File: config.mk
export PLATFORM = sky130hd
export DESIGN_NAME = multi_led_blink_controller
export DESIGN_NICKNAME = d
export VERILOG_FILES = /design/src/hdl/mlbc_pkg.sv /design/src/hdl/multi_led_blink_controller.sv /design/src/hdl/mlbc_cfg.sv /design/src/hdl/mlbc_set.sv
export SDC_FILE = /design/constraint.sdc
export NUM_CORES = 1
export LEC_CHECK = 0
export BUFFER_PORTS_ARGS = -buffer_cell sky130_fd_sc_hd__buf_2
export CORE_ASPECT_RATIO = 1.5
export CORE_MARGIN = 2
export CORE_UTILIZATION = 30
export CTS_CLUSTER_SIZE = 10
export DETAILED_ROUTE_END_ITERATION = 12
export SKIP_CTS_REPAIR_TIMING = 1
export SYNTH_ARGS = -nofsm -noshare
export SYNTH_HDL_FRONTEND = slang
export SYNTH_SLANG_ARGS = --single-unit
export TNS_END_PERCENT = 10
File: constraint.sdc
create_clock -name clk -period 5.88 [get_ports clk]
set_input_delay 0.294 -clock clk [delete_from_list [all_inputs] [get_ports clk]]
set_output_delay 0.294 -clock clk [all_outputs]
set_load 0.005 [all_outputs]
File: src/hdl/mlbc_pkg.sv
`timescale 1ns / 1ps
// ---------------------------------------------------------------------------
// mlbc_pkg
// shared types, codes and constants of the multi-set led blink controller
// ---------------------------------------------------------------------------
package mlbc_pkg;

	localparam int CMD_W        = 3;
	localparam int WORD_W       = 12;
	localparam int SET_ID_W     = 4;
	localparam int SET_ID_SPACE = 16;
	localparam int MODE_W       = 3;
	localparam int LED_W        = 6;
	localparam int PERIOD_W     = 16;
	localparam int CFG_IDX_W    = 3;
	localparam int S_TDATA_W    = 16;
	localparam int M_TDATA_W    = 16;
	localparam int M_PAD_W      = M_TDATA_W - 1 - 2 * LED_W;

	localparam logic [PERIOD_W-1:0] SLOW_HALF_RST  = 16'd250;
	localparam logic [PERIOD_W-1:0] FAST_HALF_RST  = 16'd50;
	localparam logic [PERIOD_W-1:0] VSLOW_ON_RST   = 16'd500;
	localparam logic [PERIOD_W-1:0] VSLOW_OFF_RST  = 16'd1500;
	localparam logic [LED_W-1:0]    PRESENT_RST    = 6'h3f;
	localparam logic [LED_W-1:0]    SYNC_GROUP_RST = 6'h0f;

	localparam logic [1:0] MASK_GREEN = 2'b10;

	typedef enum logic [CMD_W-1:0] {
		CMD_TICK     = 3'd0,
		CMD_SET_MODE = 3'd1,
		CMD_TOGGLE   = 3'd2,
		CMD_ALL_RED  = 3'd3,
		CMD_ALL_OFF  = 3'd4
	} cmd_t;

	typedef enum logic [MODE_W-1:0] {
		MODE_OFF   = 3'd0,
		MODE_ON    = 3'd1,
		MODE_SLOW  = 3'd2,
		MODE_FAST  = 3'd3,
		MODE_VSLOW = 3'd4
	} mode_t;

	typedef enum logic [1:0] {
		TMR_OFFLINE  = 2'd0,
		TMR_SLEEPING = 2'd1,
		TMR_RUNNING  = 2'd2
	} tmr_state_t;

	typedef enum logic [CFG_IDX_W-1:0] {
		CFG_SLOW_HALF  = 3'd0,
		CFG_FAST_HALF  = 3'd1,
		CFG_VSLOW_ON   = 3'd2,
		CFG_VSLOW_OFF  = 3'd3,
		CFG_PRESENT    = 3'd4,
		CFG_SYNC_GROUP = 3'd5
	} cfg_idx_t;

	typedef struct packed {
		logic [PERIOD_W-1:0] slow_half;
		logic [PERIOD_W-1:0] fast_half;
		logic [PERIOD_W-1:0] vslow_on;
		logic [PERIOD_W-1:0] vslow_off;
		logic [LED_W-1:0]    present_mask;
		logic [LED_W-1:0]    sync_mask;
	} cfg_t;

	// decoded item broadcast to every set
	typedef struct packed {
		cmd_t                cmd;
		logic [MODE_W-1:0]   mode;
		logic [1:0]          mask;
		logic                id_ok;
	} op_t;

	function automatic logic is_blink(mode_t m);
		return (m == MODE_SLOW) || (m == MODE_FAST) || (m == MODE_VSLOW);
	endfunction

endpackage

File: src/hdl/multi_led_blink_controller.sv
`timescale 1ns / 1ps
// ---------------------------------------------------------------------------
// multi_led_blink_controller
// red/green led sets with per-set blink timers driven by tick and command items
// ---------------------------------------------------------------------------
// The block takes one item per clock cycle, back to back, while the output does not stall,
// and returns exactly one result per item through the input register, then the
// result register. Every set updates its own mode, lit bits, phase and timer in
// parallel in one pass of short logic, so the only thing that sets the rate is the
// output side: when the result register is held by m_axis_tready low, one more
// item is still taken if the input register is empty, then the slave side stalls.
// The result shows the lit state after the item; bits of absent sets read zero.
// Configuration writes are taken at any cycle but are meant for idle periods.
// ---------------------------------------------------------------------------
module multi_led_blink_controller import mlbc_pkg::*; #(
	parameter int NUM_SETS   = 6,
	parameter int TIMER_BITS = 16
) (
	input  logic                 clk,
	input  logic                 arst_n,
	// item input
	input  logic                 s_axis_tvalid,
	output logic                 s_axis_tready,
	input  logic [S_TDATA_W-1:0] s_axis_tdata,  // [11:0] setting_word, [15:12] zero
	input  logic [CMD_W-1:0]     s_axis_tuser,  // [2:0] cmd
	// result output
	output logic                 m_axis_tvalid,
	input  logic                 m_axis_tready,
	output logic [M_TDATA_W-1:0] m_axis_tdata,  // [0] status, [6:1] red_outputs,
	                                            // [12:7] green_outputs, [15:13] zero
	// register writes
	input  logic                 cfg_valid,
	output logic                 cfg_ready,
	input  logic [CFG_IDX_W-1:0] cfg_index,
	input  logic [PERIOD_W-1:0]  cfg_data
);

	// input stage
	logic                    valid_s1;
	logic [CMD_W-1:0]        cmd_s1;
	logic [WORD_W-1:0]       word_s1;

	// result stage
	logic                    out_valid_q;
	logic [M_TDATA_W-1:0]    out_data_q;

	logic                    advance;
	logic                    fire;

	cfg_t                    cfg;
	op_t                     op;
	logic [SET_ID_W-1:0]     set_id;
	logic [SET_ID_SPACE-1:0] present_ext;
	logic [SET_ID_SPACE-1:0] sync_ext;
	logic                    status_nxt;
	logic [NUM_SETS-1:0]     red_nxt;
	logic [NUM_SETS-1:0]     grn_nxt;
	logic [LED_W-1:0]        red_out;
	logic [LED_W-1:0]        grn_out;

	// register file, writes never stall
	assign cfg_ready = 1'b1;

	mlbc_cfg u_cfg (
		.clk      (clk),
		.arst_n   (arst_n),
		.wr_en    (cfg_valid),
		.wr_index (cfg_index),
		.wr_data  (cfg_data),
		.cfg      (cfg)
	);

	// the result register frees up when empty or when its transfer completes
	assign advance       = !out_valid_q || m_axis_tready;
	assign s_axis_tready = !valid_s1 || advance;
	assign fire          = valid_s1 && advance;

	always_ff @(posedge clk or negedge arst_n) begin
		if (!arst_n) begin
			valid_s1 <= 1'b0;
		end else if (s_axis_tready) begin
			valid_s1 <= s_axis_tvalid;
		end
	end

	always_ff @(posedge clk) begin
		if (s_axis_tready && s_axis_tvalid) begin
			cmd_s1  <= s_axis_tuser;
			word_s1 <= s_axis_tdata[WORD_W-1:0];
		end
	end

	// decode the held item
	assign set_id      = word_s1[11:8];
	assign present_ext = SET_ID_SPACE'(cfg.present_mask);
	assign sync_ext    = SET_ID_SPACE'(cfg.sync_mask);

	assign op.cmd   = cmd_t'(cmd_s1);
	assign op.mode  = word_s1[4:2];
	assign op.mask  = word_s1[1:0];
	assign op.id_ok = (int'(set_id) < NUM_SETS) && present_ext[set_id];

	// only the per-set commands can name a bad set
	assign status_nxt = ((op.cmd == CMD_SET_MODE) || (op.cmd == CMD_TOGGLE)) && !op.id_ok;

	// one cell per set, all updated together when the item moves on
	for (genvar i = 0; i < NUM_SETS; i++) begin : g_set
		logic [1:0] lit;

		mlbc_set #(
			.TIMER_BITS (TIMER_BITS)
		) u_set (
			.clk     (clk),
			.arst_n  (arst_n),
			.en      (fire),
			.op      (op),
			.cfg     (cfg),
			.target  (op.id_ok && (set_id == SET_ID_W'(i))),
			.present (present_ext[i]),
			.in_sync (sync_ext[i]),
			.lit_nxt (lit)
		);

		assign red_nxt[i] = lit[0];
		assign grn_nxt[i] = lit[1];
	end

	// absent sets read dark
	assign red_out = LED_W'(SET_ID_SPACE'(red_nxt) & present_ext);
	assign grn_out = LED_W'(SET_ID_SPACE'(grn_nxt) & present_ext);

	always_ff @(posedge clk or negedge arst_n) begin
		if (!arst_n) begin
			out_valid_q <= 1'b0;
		end else if (advance) begin
			out_valid_q <= valid_s1;
		end
	end

	always_ff @(posedge clk) begin
		if (fire) begin
			out_data_q <= {{M_PAD_W{1'b0}}, grn_out, red_out, status_nxt};
		end
	end

	assign m_axis_tvalid = out_valid_q;
	assign m_axis_tdata  = out_data_q;

endmodule

File: src/hdl/mlbc_cfg.sv
`timescale 1ns / 1ps
// ---------------------------------------------------------------------------
// mlbc_cfg
// register file for blink periods, set presence and sync group
// ---------------------------------------------------------------------------
module mlbc_cfg import mlbc_pkg::*; (
	input  logic                 clk,
	input  logic                 arst_n,
	input  logic                 wr_en,
	input  logic [CFG_IDX_W-1:0] wr_index,
	input  logic [PERIOD_W-1:0]  wr_data,
	output cfg_t                 cfg
);

	cfg_t cfg_q;

	always_ff @(posedge clk or negedge arst_n) begin
		if (!arst_n) begin
			cfg_q.slow_half    <= SLOW_HALF_RST;
			cfg_q.fast_half    <= FAST_HALF_RST;
			cfg_q.vslow_on     <= VSLOW_ON_RST;
			cfg_q.vslow_off    <= VSLOW_OFF_RST;
			cfg_q.present_mask <= PRESENT_RST;
			cfg_q.sync_mask    <= SYNC_GROUP_RST;
		end else if (wr_en) begin
			unique case (cfg_idx_t'(wr_index))
				CFG_SLOW_HALF:  cfg_q.slow_half    <= wr_data;
				CFG_FAST_HALF:  cfg_q.fast_half    <= wr_data;
				CFG_VSLOW_ON:   cfg_q.vslow_on     <= wr_data;
				CFG_VSLOW_OFF:  cfg_q.vslow_off    <= wr_data;
				CFG_PRESENT:    cfg_q.present_mask <= wr_data[LED_W-1:0];
				CFG_SYNC_GROUP: cfg_q.sync_mask    <= wr_data[LED_W-1:0];
				default: ;
			endcase
		end
	end

	assign cfg = cfg_q;

endmodule

File: src/hdl/mlbc_set.sv
`timescale 1ns / 1ps
// ---------------------------------------------------------------------------
// mlbc_set
// state and next-state logic of one red/green led set with its blink timer
// ---------------------------------------------------------------------------
module mlbc_set import mlbc_pkg::*; #(
	parameter int TIMER_BITS = 16
) (
	input  logic       clk,
	input  logic       arst_n,
	input  logic       en,
	input  op_t        op,
	input  cfg_t       cfg,
	input  logic       target,
	input  logic       present,
	input  logic       in_sync,
	output logic [1:0] lit_nxt
);

	mode_t                 mode_q [2];
	mode_t                 mode_n [2];
	logic [1:0]            lit_q, lit_n;
	logic                  phase_q, phase_n;
	tmr_state_t            tst_q, tst_n;
	logic [TIMER_BITS-1:0] rem_q, rem_n;

	mode_t                 blink_mode;
	logic                  flip_ph;
	logic [1:0]            mask_eff;
	logic                  last_c;
	logic                  vsync_hit;

	assign flip_ph  = ~phase_q;
	// an empty mask means green for blink modes
	assign mask_eff = (op.mask == 2'b00) ? MASK_GREEN : op.mask;
	assign last_c   = mask_eff[1];
	assign vsync_hit = (op.cmd == CMD_SET_MODE) && op.id_ok && (op.mode == MODE_VSLOW) &&
		(target || (in_sync && (mode_q[last_c] == MODE_VSLOW)));

	always_comb begin
		mode_n[0]  = mode_q[0];
		mode_n[1]  = mode_q[1];
		lit_n      = lit_q;
		phase_n    = phase_q;
		tst_n      = tst_q;
		rem_n      = rem_q;
		blink_mode = MODE_SLOW;

		case (op.cmd)
			CMD_TICK: begin
				if (tst_q == TMR_RUNNING) begin
					if (rem_q <= TIMER_BITS'(1)) begin
						phase_n = flip_ph;
						for (int c = 0; c < 2; c++) begin
							if (is_blink(mode_q[c])) begin
								blink_mode = mode_q[c];
								lit_n[c]   = flip_ph;
							end
						end
						// green wins when both colors blink
						if (blink_mode == MODE_VSLOW) begin
							rem_n = flip_ph ? TIMER_BITS'(cfg.vslow_on) :
								TIMER_BITS'(cfg.vslow_off);
						end else if (blink_mode == MODE_FAST) begin
							rem_n = TIMER_BITS'(cfg.fast_half);
						end else begin
							rem_n = TIMER_BITS'(cfg.slow_half);
						end
					end else begin
						rem_n = rem_q - TIMER_BITS'(1);
					end
				end
			end
			CMD_SET_MODE: begin
				if (target) begin
					case (op.mode)
						MODE_OFF: begin
							mode_n[0] = MODE_OFF;
							mode_n[1] = MODE_OFF;
							lit_n     = 2'b00;
							if (tst_q == TMR_RUNNING) tst_n = TMR_SLEEPING;
						end
						MODE_ON: begin
							mode_n[0] = MODE_OFF;
							mode_n[1] = MODE_OFF;
							if (tst_q == TMR_RUNNING) tst_n = TMR_SLEEPING;
							for (int c = 0; c < 2; c++) begin
								if (op.mask[c]) begin
									mode_n[c] = MODE_ON;
									lit_n[c]  = 1'b1;
								end
							end
						end
						MODE_SLOW, MODE_FAST, MODE_VSLOW: begin
							lit_n = 2'b00;
							for (int c = 0; c < 2; c++) begin
								mode_n[c] = mask_eff[c] ? mode_t'(op.mode) : MODE_OFF;
							end
							tst_n = TMR_RUNNING;
							if (op.mode == MODE_FAST) begin
								rem_n = TIMER_BITS'(cfg.fast_half);
							end else if (op.mode == MODE_SLOW) begin
								rem_n = TIMER_BITS'(cfg.slow_half);
							end
						end
						default: ;
					endcase
				end
				// very slow start realigns the target and very slow sync members to the dark phase
				if (vsync_hit) begin
					phase_n = 1'b0;
					if (tst_n != TMR_OFFLINE) begin
						rem_n = TIMER_BITS'(cfg.vslow_off);
						tst_n = TMR_RUNNING;
					end
				end
			end
			CMD_TOGGLE: begin
				if (target) lit_n = lit_q ^ op.mask;
			end
			CMD_ALL_RED: begin
				if (present) begin
					mode_n[0] = MODE_ON;
					mode_n[1] = MODE_OFF;
					lit_n     = 2'b01;
				end
			end
			CMD_ALL_OFF: begin
				if (present) begin
					mode_n[0] = MODE_OFF;
					mode_n[1] = MODE_OFF;
					lit_n     = 2'b00;
				end
			end
			default: ;
		endcase
	end

	always_ff @(posedge clk or negedge arst_n) begin
		if (!arst_n) begin
			mode_q[0] <= MODE_OFF;
			mode_q[1] <= MODE_OFF;
			lit_q     <= 2'b00;
			phase_q   <= 1'b0;
			tst_q     <= TMR_OFFLINE;
			rem_q     <= '0;
		end else if (en) begin
			mode_q[0] <= mode_n[0];
			mode_q[1] <= mode_n[1];
			lit_q     <= lit_n;
			phase_q   <= phase_n;
			tst_q     <= tst_n;
			rem_q     <= rem_n;
		end
	end

	assign lit_nxt = lit_n;

endmodule

==> metrics.yaml, run 1 <==
yosysWarnings: 0
dieArea_mm2: 0.0729
grt_pass1_vias: 20100
ys_seq_area_share_pct: 32.0
syn_area_per_cell_um2: 8.76
wl_per_cell_um: 29.8
seq_area_mm2: 0.00680
routed_via_density: 6.33
core-area_mm2: 0.0701
vias: 21200
hold_slack_ns: -0.0225
wirelength_mm: 99.8
grt_max_degree: 149
cts-root-buf: "clkbuf_16"
synthFlopType: "dfrtp_1"
regToRegStartpoint: "word_s1[9]"
drt_iter0_drc: 2098
cp.arrival_ns: 4.31
nFillCells: 7275
violations: "hold timing"
clkTransAtPathRegs_ns: 0.06
end_kind: "register"
reg2reg_slack_ns: 2.09
dr.pass1.iters: 6
min_period_over_period_pct: 64.4
drive_above_1_share_pct: 16.3
rsz0062_at_grt: "no"
start_kind: "register"
setup_tns_ns: 0
numPortBuffers: 50
ys_async_sr_fraction_pct: 90.6
drc: 0
drv_cap: 0
netlist_area_mm2: 0.0212
crit_fanout: 18
setup_viol: 0
die_h_um: 330
die_w_um: 221
start_util_pct: 30.3
clock_latency_ns: 0.65
grt_pass1_wl_mm: 143
area_growth_pct: 11.7
routabilityCongestion: 1.03
antenna_found_initial: 1
outcome: "finished, violations left"
yosys-top-cells-area: "dfrtp_1, mux2i_1, mux2_2, a211oi_1, o21ai_0"
rr_worst_depth: 6
max_slew_margin_pct: 10.2
synth_edf_count: 25
ioPinCount: 62
yosysTopAreaCell: "dfrtp_1"
crit_path_end: "g_set[5].u_set.rem_q[15]"
rows: 119
fin_nets: 2480
clock_sinks: 265
ys_top_cells_by_count: "dfrtp_1, mux2i_1, o21ai_0"
power_leakage_nw: 9.33
clockBufferDepth: 3
tightest_slew_ns: 1.34
ys_ff_latch: 265
post-dp-hpwl_mm: 68.7
powerDensity_mw_per_mm2: 385
max_freq_mhz: 264
yosysTopAreaCellShare_pct: 24.5
crit_path_start: "word_s1[9]"
h-tree-depth: 1
synth.distinct_cells: 95
worst_hold_path_type: "in2reg"
cp_data_required_time_ns: 6.40
numCtsBuffers: 31
synth.most_common_cell: "dfrtp_1"
track_usage_pct: 26.5
syn_inst: 2422
postLayoutCoreUtil_pct: 33.8
multi_input_area_mm2: 0.0136
hold_violations: 8
critical_path_class: "reg2reg"
ant_nets: 0
fin_crit_ns: 3.79
fin_skew_ns: 0.0346
cts_tree: "yes"
gr-total-overflow: 0
r2r-end: "g_set[5].u_set.rem_q[15]"
slew_viol_final: 0
peakVddDrop_uv: 262
[critical path, cell delays in order (launching register included)]
cell and delay, ns:
edfxtp_1 0.57, or3b_2 0.61, nor2_1 0.52, a311o_1 0.36, o311a_1 1.09, a221oi_1 0.10, o311ai_0 0.38
[sequential cells by signal, indices dropped and copies added, names as in the netlist]
signal,cells
cmd_s1,3
g_set.u_set.lit_q,12
g_set.u_set.mode_q,36
g_set.u_set.phase_q,6
g_set.u_set.rem_q,96
g_set.u_set.tst_q,12
m_axis_tdata,13
m_axis_tvalid,1
u_cfg.cfg,76
valid_s1,1
word_s1,9
[per-layer routing]
metal  part of all wire (%)  up-vias  wire length, um  global-route usage (%)
met2                     46     1178            46100                    43.4
li1                       -     9257                -                       -
met3                    7.3      460             7310                    3.73
met4                     12        0            11700                    27.0
met1                     35    10300            34600                    29.0
met5                      0        -                0                       0
[report_power, final]
group          leakage (nW)  total (mW)  internal [mW]  switching [mW]
Combinational          5.66        3.77           1.50            2.27
Sequential             3.22        3.45           2.36            1.08
Clock                 0.446        1.90           1.02           0.881
[metrics by stage]
step	hold slack (ns)	area, um2	total power, mW	setup slack [ns]	cells
final	-0.0225	23700	9.12	2.09	3349
after CTS	-0.271	23500	8.94	2.20	3324
after floorplan	-0.00159	21200	5.56	3.23	2424
after global placement	0.394	22600	6.98	2.24	3266
after global routing	0.00106	23700	9.52	1.98	3345
after detailed placement	0.400	22600	7.03	2.21	3266
[cells in the final DEF, fill, tap and decap left out, types with 31 or more instances in the layout]
cell type / instances
mux2_2: 131
nand2_1: 145
buf_4: 81
clkbuf_16: 31
o21ai_0: 183
nor4_1: 43
nor2_1: 157
nor2b_1: 91
mux2i_1: 203
a21oi_1: 105
nand3_1: 44
dfrtp_1: 208
a211oi_1: 157
inv_1: 44
and2_1: 31
dfstp_2: 32
buf_2: 49
o211ai_1: 58
nor3_1: 68
[area by class of cell]
class / count / area share, %
Antenna cell: 4 / 0.0422
Clock buffer: 55 / 3.78
Clock inverter: 3 / 0.127
Inverter: 46 / 0.728
Multi-Input combinational cell: 1916 / 57.2
Sequential cell: 265 / 28.7
Tap cell: 907 / 4.79
Timing Repair Buffer: 153 / 4.63
[logic make-up (layout without fill, tap and decap cells)]
logic type      count (synthesis)  in the layout  share of synthesized area, %
compound gates                789            789                          25.7
xor+xnor                       16             16                         0.660
fa+ha+maj                      24             24                          1.41
buf+inv                       243            257                          4.68
flops                         265            265                          32.0
mux                           338            338                          16.7
other cells                     2              8                        0.0354
simple gates                  745            745                          18.7
[worst min path at each step]
stage,startpoint,to,cells past startpoint
2_1_floorplan,arst_n,g_set[0].u_set.lit_q[0],0
3_3_place_gp,arst_n,g_set[4].u_set.rem_q[1],1
3_5_place_dp,arst_n,g_set[4].u_set.rem_q[1],1
4_1_cts,arst_n,g_set[4].u_set.rem_q[5],1
5_1_grt,cfg_data[14],u_cfg.cfg[58],2
6_report,cfg_data[14],u_cfg.cfg[42],2
Power figures use the tool's default switching activity.
==> inputs of run 2 (changes only) <==
Clock period 5.88 ns to 3.3 ns, I/O delays scaled along.
==> metrics.yaml, run 2 (synthesis gave the netlist of run 1 again) <==
rsz0062_at_grt: "no"
drc: 0  # unchanged
setup_tns_ns: 0  # unchanged
rr_worst_depth: 6  # unchanged
final_common_cell: "dfrtp_1"
area_growth_pct: 16.3
cp_num_buf_inv: 0  # unchanged
final_cells: 3472  # +3.7%
clock_latency_ns: 0.65  # about the same
worst_path_max_delay_cell: "a2111oi_0"
drive_above_1_share_pct: 19.9  # +3.6 points
die_h_um: 330  # unchanged
hold_violations: 0  # -8
peakVddDrop_uv: 431  # +65%
vias: 22000  # +3.9%
fin_nets: 2606  # +5.1%
placed_cells: 3385  # +3.6%
track_usage_pct: 28.2  # +1.7 points
top_register: "g_set.u_set.rem_q"
grt_pass1_vias: 21000  # +4.4%
outcome: "finished clean"
wirelength_mm: 106  # +6.2%
clkPwrFrac_pct: 20.1  # -0.8 points
clkTransAtPathRegs_ns: 0.06  # about the same
end_kind: "register"
fin_crit_ns: 3.12  # -0.667 ns
worst_hold_path_type: "in2reg"
cp_data_required_time_ns: 3.86  # -2.54 ns
ant_nets: 0  # unchanged
rows: 119  # unchanged
holdPathStages: 4  # +2
start_util_pct: 30.3  # unchanged
max_slew_margin_pct: 9.96  # -0.27 points
core-area_mm2: 0.0701  # unchanged
clock_sinks: 265  # unchanged
largest_reg_flops: 96  # unchanged
cpLargestDelayFamily: "simple AND/OR/NAND/NOR gates"
dpl_cell_area_mm2: 0.0235  # +4.0%
post-dp-hpwl_mm: 76.3  # +11%
setup_viol: 0  # unchanged
nFillCells: 7261  # -0.19%
cts-root-buf: "clkbuf_16"
cts_tree: "yes"
drv_cap: 0  # unchanged
max_freq_mhz: 321  # +21%
p_sw_share_pct: 46.8  # +0.36 points
dr.pass1.iters: 5  # -1
setup_slack_ns: 0.182  # -1.91 ns
drt_iter0_drc: 2429  # +16%
met3WireLength_mm: 9.07  # +24%
crit_fanout: 13  # -5
min_period_over_period_pct: 94.5  # +30 points
fin_area_mm2: 0.0247  # +4.1%
antenna_found_initial: 12  # +11
gr-total-overflow: 0  # unchanged
cp.depth: 6  # unchanged
postLayoutCoreUtil_pct: 35.2  # +1.4 points
die_w_um: 221  # unchanged
power_switching_mw: 7.89  # +86%
ioPinCount: 62  # unchanged
worst_path_largest_cell_delay_ns: 0.71  # -0.38 ns
pwr-share-seq_pct: 37.3  # -0.5 points
p_int_mw: 8.97  # +84%
dieArea_mm2: 0.0729  # unchanged
tightest_slew_ns: 1.31  # -0.0285 ns
grt_pass1_wl_mm: 150  # +5.1%
routed_via_density: 6.35  # +0.25%
power_leakage_nw: 9.96  # +6.8%
numPortBuffers: 50  # unchanged
wl_met2_mm: 48.6  # +5.3%
clockBufferDepth: 3  # unchanged
met1Wirelength_mm: 35.2  # +1.6%
crit_chain: "or4_1, or3_1, nand2b_1, a2111oi_0, a31oi_1, o211ai_1"
fin_skew_ns: 0.0287  # -0.00592 ns
routabilityCongestion: 1.08  # +5.1%
pre_cts_slack_ns: 0.342  # -1.87 ns
cp.arrival_ns: 3.68  # -0.63 ns
critical_path_class: "reg2reg"
powerDensity_mw_per_mm2: 683  # +78%
h-tree-depth: 1  # unchanged
wl_per_cell_um: 30.5  # +2.5%
grt_max_degree: 74  # -50%
reg2reg_slack_ns: 0.18  # -1.91 ns
slew_viol_final: 0  # unchanged
numCtsBuffers: 31  # unchanged
final_cell_mix: "dfrtp_1, mux2i_1, buf_4, o21ai_0, nor2_1"
start_kind: "register"
combPwrFrac_pct: 42.6  # +1.3 points
highest_layer: "met5"
-- run 2: per-layer routing --
metal / vias up / GRT usage, %
li1: 9489 / -
met1: 10600 / 29.5
met2: 1371 / 46.4
met3: 548 / 5.68
met4: 14 / 29.3
met5: - / 0
-- run 2: area by class of cell --
cell class	count	area [um2]	share of cell area [%]
well taps	907	1130	4.60
multi-input cells	1916	13500	54.9
diodes	3	7.51	0.0304
repair buffers	279	2110	8.56
clock inverters	2	25.0	0.101
clock buffers	54	892	3.61
flip-flops and latches	265	6800	27.5
inverters	46	173	0.700
-- run 2: worst reg2reg max path: stages (launching register included) --
cell and delay (ns):
dfrtp_1 0.44, or4_1 0.59, or3_1 0.58, nand2b_1 0.50
a2111oi_0 0.71, a31oi_1 0.11, o211ai_1 0.13
-- run 2: path summary, 6_finish.rpt --
check	startpoint	end
worst max-delay path	g_set[5].u_set.rem_q[12]	g_set[5].u_set.rem_q[9]
max in group asynchronous	arst_n	u_cfg.cfg[30]
min in group asynchronous	arst_n	g_set[4].u_set.rem_q[5]
worst max register to register	g_set[5].u_set.rem_q[12]	g_set[5].u_set.rem_q[9]
worst min register to register	g_set[2].u_set.mode_q[3]	g_set[2].u_set.mode_q[3]
worst min-delay path	m_axis_tready	valid_s1
-- run 2: metrics by stage --
stage	power [mW]	hold slack, ns
after detailed placement	13.0	0.206
final	16.9	0.0148
after global routing	17.5	0.00567
after global placement	12.9	0.187
after floorplan	9.90	-0.131
after CTS	16.4	-0.456
-- run 2: power groups by stage --
stage | Combinational (mW) | Sequential, mW | Clock (mW)
6_report | 7.19 | 6.29 | 3.38
5_1_grt | 7.69 | 6.33 | 3.52
4_1_cts | 6.92 | 6.08 | 3.41
3_5_place_dp | 6.88 | 6.13 | 0
3_3_place_gp | 6.82 | 6.12 | 0
2_1_floorplan | 4.89 | 5.01 | 0
